===== src/hw/rtl/hwc_pkg.sv =====
`timescale 1ns / 1ps

package hwc_pkg;

	// Field widths
	localparam int unsigned SIZE_W    = 13;
	localparam int unsigned IDX_W     = 12;
	localparam int unsigned COEF_W    = 16;
	localparam int unsigned CFG_IDX_W = 2;

	// Largest window that is accepted as valid.
	localparam int unsigned MAX_WINDOW = 4096;

	// Configuration register indexes.
	localparam logic [CFG_IDX_W-1:0] REG_SIZE   = 2'd0;
	localparam logic [CFG_IDX_W-1:0] REG_CENTRE = 2'd1;

	// Reset values of the registers.
	localparam logic [SIZE_W-1:0] SIZE_RESET   = 13'd256;
	localparam logic [SIZE_W-1:0] CENTRE_RESET = 13'h1FFF;

	// Queue between the front and the back.
	localparam int unsigned QDEPTH = 4;
	localparam int unsigned QPTR_W = $clog2(QDEPTH);
	localparam int unsigned QCNT_W = $clog2(QDEPTH + 1);

	// Number of quotient bits produced by the divider, one per stage.
	localparam int unsigned DIV_STEPS = 30;

	// Polynomial coefficients for sin(pi/2 * x), all Q30.
	localparam logic [30:0] COEF_A1 = 31'd1686629704;
	localparam logic [29:0] COEF_B3 = 30'd693598254;
	localparam logic [29:0] COEF_A5 = 30'd85566142;
	localparam logic [29:0] COEF_B7 = 30'd5018418;
	localparam logic [30:0] Q30_ONE = 31'h4000_0000;

	// Rounding term for Q60 to Q15, and 1.0 in Q1.15.
	localparam logic [62:0] ROUND_Q15 = 63'd17592186044416;
	localparam logic [COEF_W-1:0] Q15_ONE = 16'h8000;

	// One classified request as it travels from the front to the back.
	typedef struct packed {
		logic              err;
		logic              peak;
		logic [IDX_W-1:0]  j;
		logic [SIZE_W-1:0] len;
	} hwc_item_t;

	// Queue status seen by the top level.
	typedef struct packed {
		logic full;
		logic empty;
	} hwc_qstat_t;

endpackage


===== src/hw/rtl/hwc_queue.sv =====
`timescale 1ns / 1ps

module hwc_queue (
	input  logic               clk,
	input  logic               arst_n,
	input  logic               push,
	input  hwc_pkg::hwc_item_t push_item,
	input  logic               pop,
	output hwc_pkg::hwc_item_t head,
	output hwc_pkg::hwc_qstat_t stat
);
	import hwc_pkg::*;

	hwc_item_t          slot_q [0:QDEPTH-1];
	logic [QPTR_W-1:0]  wr_ptr_q;
	logic [QPTR_W-1:0]  rd_ptr_q;
	logic [QCNT_W-1:0]  count_q;

	// Pointers and fill count.
	always_ff @(posedge clk or negedge arst_n) begin
		if (!arst_n) begin
			wr_ptr_q <= '0;
			rd_ptr_q <= '0;
			count_q  <= '0;
		end else begin
			if (push) wr_ptr_q <= wr_ptr_q + 1'b1;
			if (pop) rd_ptr_q <= rd_ptr_q + 1'b1;
			if (push && !pop) count_q <= count_q + 1'b1;
			else if (pop && !push) count_q <= count_q - 1'b1;
		end
	end

	// Storage slots.
	always_ff @(posedge clk) begin
		if (push) slot_q[wr_ptr_q] <= push_item;
	end

	assign head       = slot_q[rd_ptr_q];
	assign stat.full  = count_q == QCNT_W'(QDEPTH);
	assign stat.empty = count_q == '0;

endmodule


===== config.mk =====
export PLATFORM = sky130hd
export DESIGN_NAME = hwc_queue
export DESIGN_NICKNAME = d
export VERILOG_FILES = /design/src/hw/rtl/hwc_pkg.sv /design/src/hw/rtl/hwc_queue.sv
export SDC_FILE = /design/constraint.sdc
export NUM_CORES = 1
export LEC_CHECK = 0
export BUFFER_PORTS_ARGS = -buffer_cell sky130_fd_sc_hd__buf_2
export CAP_MARGIN = 30
export CORE_ASPECT_RATIO = 0.75
export CORE_UTILIZATION = 56
export DETAILED_ROUTE_END_ITERATION = 6
export MAX_ROUTING_LAYER = met4
export PLACE_DENSITY_LB_ADDON = 0.1
export SLEW_MARGIN = 10
export SYNTH_ARGS = -nofsm -noshare
export SYNTH_HDL_FRONTEND = slang
export SYNTH_SLANG_ARGS = --single-unit

===== constraint.sdc =====
create_clock -name clk -period 2.53 [get_ports clk]
set_clock_uncertainty 0.1 [all_clocks]
set_input_delay 0.3795 -clock clk [delete_from_list [all_inputs] [get_ports clk]]
set_output_delay 0.3795 -clock clk [all_outputs]
set_load 0.005 [all_outputs]

==> run metrics <==
CP Data Arrival Time=1.92 ns; Critical Path Start Type=register; HP Class=input pin to register; nets@finish=around 320; post-synthesis simple-gate area fraction=under 10%; unrepaired setup endpoints after global routing=false; Post-Syn Nets=212; biggest area consumer among synthesized cells=edfxtp_1; Total Wirelength=7.32 mm; Pwr Density=approximately 1100 mW/mm2; Synth Area in Adders=between 1.5 and 2%; DR pass1 iterations=4; dpl cell area=about 0.0048 mm2; Final Hold Vio Count=0; first-pass GRT wire length=~11 mm; Yosys top cell area share=~75%; TritonCTS buffer count=17; most common library cells after synthesis=108 x edfxtp_1, 26 x mux4_2, 7 x dfrtp_1; post-synthesis compound-gate area fraction=less than 1%; pin count of the biggest net entering global routing=19; CP required=a little over 2 ns; Worst-Skew Late Latency=0.50 ns; count leader, synth=edfxtp_1; outcome=completed; Max VDD drop=about 0.68 mV; Yosys reg bits=115; final setup TNS=0 ns; f_max=roughly 420 MHz; Max-slew headroom=around 58%; CP Max Fanout=10; chip height=77.9 um; Seq/Total Area, Yosys=between 70% and 80%; clk sinks=115; share of layout cells above drive strength 1=a little over two fifths; Diodes inserted=0; final setup fails=0; worst setup slack after layout=roughly 0.13 ns; Tcrit/Tclk final=a little over nine tenths; worst hold path depth=2; Die Width=103 um; drt initial violations=around 120; grt ovf=0; IO Pins=60; Cell variety after synth=20; design area=approximately 0.0056 mm2; DP Worst Slack=approximately 0.34 ns; maxcap violations=0; largest family of logic cells by synthesized area=multiplexers; Slew @ Worst Pin=~0.63 ns; WHS Endpoint=wr_ptr_q[0]; clk root buf=clkbuf_8; H-tree depth=4; Port Buffers=59; maximum clock path buffer count=2; GR Util All Layers=21.6%; Overall Power=between 6 and 7 mW; Synth Cell Area=~0.0043 mm2; Vias=between 2000 and 2500; Final Critical Period=~2.4 ns; Core Box Area=about 0.0074 mm2; critical setup path kind=register to output port; Synth area leaders=edfxtp_1 75%, mux4_2 14%, dfrtp_1 4.1%, ha_1 1.5%, xor2_1 0.81%; DRC=0; asr flop ratio synth=under 10%; Main synth FF type=edfxtp_1; Via density=~5.3; placed cells=~340; worst min-delay path startpoint=push; multiplexer area fraction after synthesis=14.5%; clk slew on worst S/H paths=about 0.050 ns; GP Congestion=roughly 0.63; Reg-to-Reg Start=wr_ptr_q[0]; Post-synth EDFFs=about 110; drt wl/cell=approximately 18 um; DP HPWL=roughly 4.5 mm; number of routed nets with antenna violations=0; CTS tree=built; initial core utilization=just under 60%; endpoint class of the critical path=output port; Non-Filler Instances=399; R2R Path End=slot_q[2][4]; Slew Limit Fails=0; Area Growth Syn to Fin=30.2%; initial antenna violation count=0; Worst Reg-to-Reg Cells=4; Synth Instances=~180; Leak Pwr=2.03 nW; Rows=27; die area=about 0.008 mm2; syn avg cell area=24.6 um2; post-synthesis xor/xnor area fraction=1.22%; reg-to-reg setup timing slack=0.69 ns; synth warn=0; vias in the first global route=2226
==> state kept, by name (all words and copies together), names as in the netlist <==
register,count
count_q,3
rd_ptr_q,2
slot_q,108
wr_ptr_q,2
==> worst max-delay path, stage by stage, from the launching register on <==
cell and delay (ns):
dfrtp_4 0.46, buf_4 0.24, mux4_2 0.56, buf_2 0.15
==> where the power goes <==
group / total (mW) / internal (mW) / switching (mW)
clock: 2.02 / 1.27 / 0.749
combinational: 1.63 / 0.879 / 0.750
sequential: 2.65 / 2.51 / 0.142
==> worst max path at each step <==
| stage | from | end | slack [ns] | cells after the start |
|---|---|---|---|---|
| after floorplan | wr_ptr_q[0] | slot_q[0][0] | 0.75 | 3 |
| after global placement | rd_ptr_q[0] | head[3] | 0.38 | 3 |
| after detailed placement | rd_ptr_q[0] | head[22] | 0.34 | 3 |
| after CTS | rd_ptr_q[0] | head[14] | 0.09 | 3 |
| after global routing | rd_ptr_q[0] | head[14] | 0.03 | 3 |
| final | rd_ptr_q[0] | head[14] | 0.13 | 3 |
==> cell families (layout without fill, tap and decap cells) <==
family,after synthesis,count (layout)
compound gates,1,1
xor+xnor,6,6
fa+ha+maj,6,6
buf+inv,10,133
flops,115,115
mux,28,28
simple gates,9,9
==> layout make-up <==
type / count / area (um2)
clock inverters: 13 / 95.1
fillers: 415 / 1800
repair buffers: 98 / 711
inverters: 4 / 15.0
clock buffers: 18 / 418
multi-input cells: 50 / 812
flip-flops and latches: 115 / 3420
well taps: 101 / 126
==> placed cells by master, fill, tap and decap left out, types with 5 or more instances in the layout <==
cell type,instances
ha_1,5
mux4_2,26
buf_2,59
edfxtp_1,108
dlygate4sd3_1,29
buf_4,6
dfrtp_1,6
clkinv_2,6
clkbuf_16,16
==> timing repair <==
item                                    CTS  global route
endpoints found under the setup margin   15             0
gates resized for setup                   1             0
endpoints found under the hold margin   115             0
hold buffers                             29             0
buffers inserted                          2             0
==> layer usage <==
metal,vias up,track usage (%),part of all wire (%)
li1,950,-,-
met1,1070,24.6,42
met2,66,34.8,52
met3,12,7.66,4.1
met4,0,9.15,1.4
met5,-,-,0
==> through the flow <==
step	hold WS (ns)	util [%]
global placement	0.118	64.6
floorplan	-0.0161	-
CTS	0.0263	75.7
finish	0.0422	75.7
global route	0.0414	75.7
detailed placement	0.122	64.6
Note: power is estimated with default switching activity, not from simulation.
