--- src/hw/rtl/hwc_pkg.sv ---
`timescale 1ns / 1ps

package hwc_pkg;

	// Field widths
	localparam int unsigned SIZE_W    = 13;
	localparam int unsigned IDX_W     = 12;
	localparam int unsigned COEF_W    = 16;
	localparam int unsigned CFG_IDX_W = 2;

	// Largest window that is accepted as valid.
	localparam int unsigned MAX_WINDOW = 4096;

	// Configuration register indexes.
	localparam logic [CFG_IDX_W-1:0] REG_SIZE   = 2'd0;
	localparam logic [CFG_IDX_W-1:0] REG_CENTRE = 2'd1;

	// Reset values of the registers.
	localparam logic [SIZE_W-1:0] SIZE_RESET   = 13'd256;
	localparam logic [SIZE_W-1:0] CENTRE_RESET = 13'h1FFF;

	// Queue between the front and the back.
	localparam int unsigned QDEPTH = 4;
	localparam int unsigned QPTR_W = $clog2(QDEPTH);
	localparam int unsigned QCNT_W = $clog2(QDEPTH + 1);

	// Number of quotient bits produced by the divider, one per stage.
	localparam int unsigned DIV_STEPS = 30;

	// Polynomial coefficients for sin(pi/2 * x), all Q30.
	localparam logic [30:0] COEF_A1 = 31'd1686629704;
	localparam logic [29:0] COEF_B3 = 30'd693598254;
	localparam logic [29:0] COEF_A5 = 30'd85566142;
	localparam logic [29:0] COEF_B7 = 30'd5018418;
	localparam logic [30:0] Q30_ONE = 31'h4000_0000;

	// Rounding term for Q60 to Q15, and 1.0 in Q1.15.
	localparam logic [62:0] ROUND_Q15 = 63'd17592186044416;
	localparam logic [COEF_W-1:0] Q15_ONE = 16'h8000;

	// One classified request as it travels from the front to the back.
	typedef struct packed {
		logic              err;
		logic              peak;
		logic [IDX_W-1:0]  j;
		logic [SIZE_W-1:0] len;
	} hwc_item_t;

	// Queue status seen by the top level.
	typedef struct packed {
		logic full;
		logic empty;
	} hwc_qstat_t;

endpackage

--- src/hw/rtl/hwc_front.sv ---
`timescale 1ns / 1ps

module hwc_front (
	input  logic [hwc_pkg::SIZE_W-1:0] window_size,
	input  logic [hwc_pkg::SIZE_W-1:0] window_centre,
	input  logic [hwc_pkg::IDX_W-1:0]  sample_index,
	output hwc_pkg::hwc_item_t         item
);
	import hwc_pkg::*;

	logic              centre_neg;
	logic [IDX_W-1:0]  c;
	logic [SIZE_W-1:0] idx_ext;
	logic [SIZE_W-1:0] c_ext;
	logic [SIZE_W-1:0] last;
	logic [SIZE_W-1:0] half;
	logic [SIZE_W-1:0] mirror;
	logic [SIZE_W-1:0] right_span;
	logic              size_bad;
	logic              centre_bad;
	logic              idx_bad;
	logic              left;
	logic              peak;
	logic [SIZE_W-1:0] len;

	assign centre_neg = window_centre[SIZE_W-1];
	assign c          = window_centre[IDX_W-1:0];
	assign idx_ext    = {1'b0, sample_index};
	assign c_ext      = {1'b0, c};
	assign last       = window_size - 13'd1;
	assign half       = window_size >> 1;
	assign mirror     = last - idx_ext;
	assign right_span = last - c_ext;

	// Range checks on the size, the centre and the index.
	assign size_bad   = (window_size == '0) || (32'(window_size) > MAX_WINDOW);
	assign centre_bad = !centre_neg && (c_ext >= window_size);
	assign idx_bad    = idx_ext >= window_size;

	// Side of the peak, peak detection and effective length per mode.
	always_comb begin
		if (centre_neg) begin
			peak = window_size[0] && (idx_ext == half);
			left = idx_ext < half;
			len  = window_size;
		end else begin
			peak = sample_index == c;
			left = sample_index < c;
			len  = left ? {c, 1'b1} : {right_span[IDX_W-1:0], 1'b1};
		end
	end

	assign item.err  = size_bad || centre_bad || idx_bad;
	assign item.peak = peak;
	assign item.j    = left ? sample_index : mirror[IDX_W-1:0];
	assign item.len  = len;

endmodule

--- config.mk ---
export PLATFORM = sky130hd
export DESIGN_NAME = hwc_front
export DESIGN_NICKNAME = d
export VERILOG_FILES = /design/src/hw/rtl/hwc_pkg.sv /design/src/hw/rtl/hwc_front.sv
export SDC_FILE = /design/constraint.sdc
export NUM_CORES = 1
export LEC_CHECK = 0
export ABC_AREA = 0
export BUFFER_PORTS_ARGS = -buffer_cell sky130_fd_sc_hd__buf_2
export CORE_MARGIN = 4
export CORE_UTILIZATION = 60
export DETAILED_ROUTE_END_ITERATION = 16
export GPL_TIMING_DRIVEN = 0
export PLACE_DENSITY = 0.89
export SLEW_MARGIN = 20
export SYNTH_ARGS = -nofsm -noshare
export SYNTH_HDL_FRONTEND = slang
export SYNTH_SLANG_ARGS = --single-unit
--- constraint.sdc ---
create_clock -name vclk -period 5.55
set_clock_uncertainty 0.05 [all_clocks]
set_input_delay 0.2775 -clock vclk [all_inputs]
set_output_delay 0.2775 -clock vclk [all_outputs]
set_load 0.02 [all_outputs]
==> metrics.cfg <==
[final_layout]
final_cells = 478
ff_latch_area_um2 = 0
final_cell_mix = ha_1 (72), buf_2 (65), inv_1 (48), a21oi_1 (37), nand2_1 (26)
nNetsFinal = 542
n_antenna_cell = 0
final_common_cell = ha_1
drive_above_1_share = 0.1706
seq_cells = 0
clkbuf_count = 0
areaGrowthSynthToFinish_pct = 14.77

[drt]
drc = 0
wl_met2_um = 3399
met3WireLength_um = 621
viasPerCell = 6.010
routed_wl_um = 7231
drt-initial-drc-count = 103
m1WireLength_um = 3078
drt-pass1-iter-count = 5
vias = 2873
ant_nets = 0
topRoutingLayerUsed = met4
wire_per_inst_um = 15.13

[sta]
final.period_utilization = 0.6795
hold_viol_final = 0
slew_headroom = 0.5852
rsz0062_at_grt = no
setup_violations = 0
slew_violations = 0
setup_tns_ns = 0
layout_min_cycle_time_ns = 3.771
max_freq_mhz = 265.2
worst_slew_pin_slew_ns = 0.6222

[critical_path]
crit_path_start_kind = primary input
crit_type = in -> out
required_ns = 5.22
cp-end-kind = output port
cpMaxStageDelayCell = a221oi_1
cp_max_fo = 5
cpPeakStageDelay_ns = 0.54
path_cells = buf_2, nor2_1, nand3_1, nor2_1, xnor2_1, ha_1, a21oi_1, nand2_1, a221oi_1, o21ai_0, and3_1, o32a_1, buf_2
cp_data_arrival_time_ns = 3.44

[die]
fp.dieArea_um2 = 5436
start_util = 0.6344
die_x_um = 73.73
die_height_um = 73.73
num_rows = 23
pin_count = 65
core_area_um2 = 4086

[placed_design]
post-place-cells = 478
hpwl_um = 6368
numPortBuffers = 64
globalplace.congestion = 0.9412

[outcome]
status = finished clean

[run]
maxCapViolCount = 0

[synthesis]
post_synth_num_cell_types = 43
yosysWarnings = 0
syn_nets = 476
syn-cell-area_um2 = 2592
syn_area_per_cell_um2 = 7.122
yosysSeqAreaShare = 0
synth_cells = 364

[global_routing]
antenna_found_initial = 0
overflow = 0
grt_max_degree = 11
grt_pass1_vias = 2752
grt_pass1_wl_um = 11960
grt_usage = 0.2706

[power]
leakage_nw = 1.644
ir_worst_vdd_mv = 0.06306
powerDensity_nw_per_um2 = 120.9

[clock_network]
post_cts_buffers = 0
cts-resized-gates = 0
holdBufCountCts = 0

[hold_path]
hold_path_class = in -> out

-- layer usage --
metal / global-route usage / vias up
met4: 0.07042 / 0
met2: 0.4656 / 120
met5: 0 / -
met1: 0.3651 / 1303
met3: 0.01231 / 14
li1: - / 1436
-- worst paths after layout --
check | start | to | slack [ns] | depth (start not counted)
worst max-delay path | window_size[2] | item[10] | 1.78 | 13
worst min-delay path | sample_index[11] | item[24] | 0.85 | 3
-- layout make-up --
type	count	area, µm²
plain buffers	7	31.28
inverters	48	180.2
fillers	338	1111
repair buffers	64	320.3
multi-input cells	309	2381
well taps	50	62.56
-- worst max-delay path: cells and delay by family --
kind,cells,cell delay [ns]
AOI/OAI and AO/OA,4,1.32
and+or+nand+nor,5,1.00
adders and majority gates,1,0.35
buffers and inverters,2,0.29
xor gates and xnor gates,1,0.20
-- synthesized netlist by cell type --
| master | number | area, µm² |
|---|---|---|
| ha_1 | 72 | 900.9 |
| inv_1 | 48 | 180.2 |
| a21oi_1 | 37 | 185.2 |
| nand2_1 | 26 | 97.59 |
| o21ai_0 | 24 | 120.1 |
| nor2_1 | 23 | 86.33 |
| xnor2_1 | 20 | 175.2 |
| a21o_1 | 19 | 142.6 |
| nand3_1 | 9 | 45.04 |
| xor2_1 | 9 | 78.83 |
| a211oi_1 | 7 | 52.55 |
| nor3_1 | 7 | 35.03 |
| nand4_1 | 6 | 37.54 |
| clkbuf_1 | 4 | 15.01 |
| mux2_2 | 4 | 45.04 |
| nand2b_1 | 4 | 25.02 |
| nor4_1 | 4 | 25.02 |
| o31ai_1 | 4 | 30.03 |
| a2111o_1 | 3 | 33.78 |
| and3_1 | 3 | 18.77 |
| nor2b_1 | 3 | 18.77 |
| o21bai_1 | 3 | 22.52 |
| a22oi_1 | 2 | 15.01 |
| fa_1 | 2 | 40.04 |
| o21a_1 | 2 | 15.01 |
| o32a_1 | 2 | 20.02 |
| a21oi_2 | 1 | 8.760 |
| a221oi_1 | 1 | 8.760 |
| a31o_1 | 1 | 8.760 |
| a31oi_1 | 1 | 6.260 |
| and2_1 | 1 | 6.260 |
| and4_1 | 1 | 8.760 |
| buf_1 | 1 | 3.750 |
| buf_2 | 1 | 5.000 |
| buf_4 | 1 | 7.510 |
| nand3b_1 | 1 | 7.510 |
| o2111ai_1 | 1 | 8.760 |
| o211a_1 | 1 | 10.01 |
| o211ai_1 | 1 | 7.510 |
| o22ai_2 | 1 | 12.51 |
| o31a_1 | 1 | 8.760 |
| or2_2 | 1 | 6.260 |
| or3_1 | 1 | 6.260 |
-- power by group --
group          leakage, nW  internal [W]  total [W]  switching (W)
Combinational         1.64      0.000146   0.000360       0.000214
Sequential               0             0          0              0
Clock                    0             0          0              0
-- per-stage QoR --
step | power, W | setup slack, ns | instance area, µm² | hold WS [ns] | utilization
floorplan | 0.0002550 | 2.502 | 2592 | 0.6333 | -
global placement | 0.0003428 | 1.950 | 2975 | 0.8521 | 0.7281
detailed placement | 0.0003545 | 1.852 | 2975 | 0.8511 | 0.7281
CTS | 0.0003565 | 1.845 | 2975 | 0.8511 | 0.7281
global route | 0.0004004 | 1.612 | 2975 | 0.8646 | 0.7281
finish | 0.0003596 | 1.779 | 2975 | 0.8492 | 0.7281
-- logic make-up (layout without fill, tap and decap cells) --
group	Yosys count	count (layout)	share of synthesized area
AO/OA/AOI/OAI	112	112	0.2765
AND/OR/NAND/NOR	90	90	0.1636
adder cells (fa/ha/maj)	74	74	0.3629
buffers and inverters	55	119	0.08156
XOR/XNOR	29	29	0.09798
multiplexers	4	4	0.01737
No activity file was read; power rests on OpenSTA's default activity.
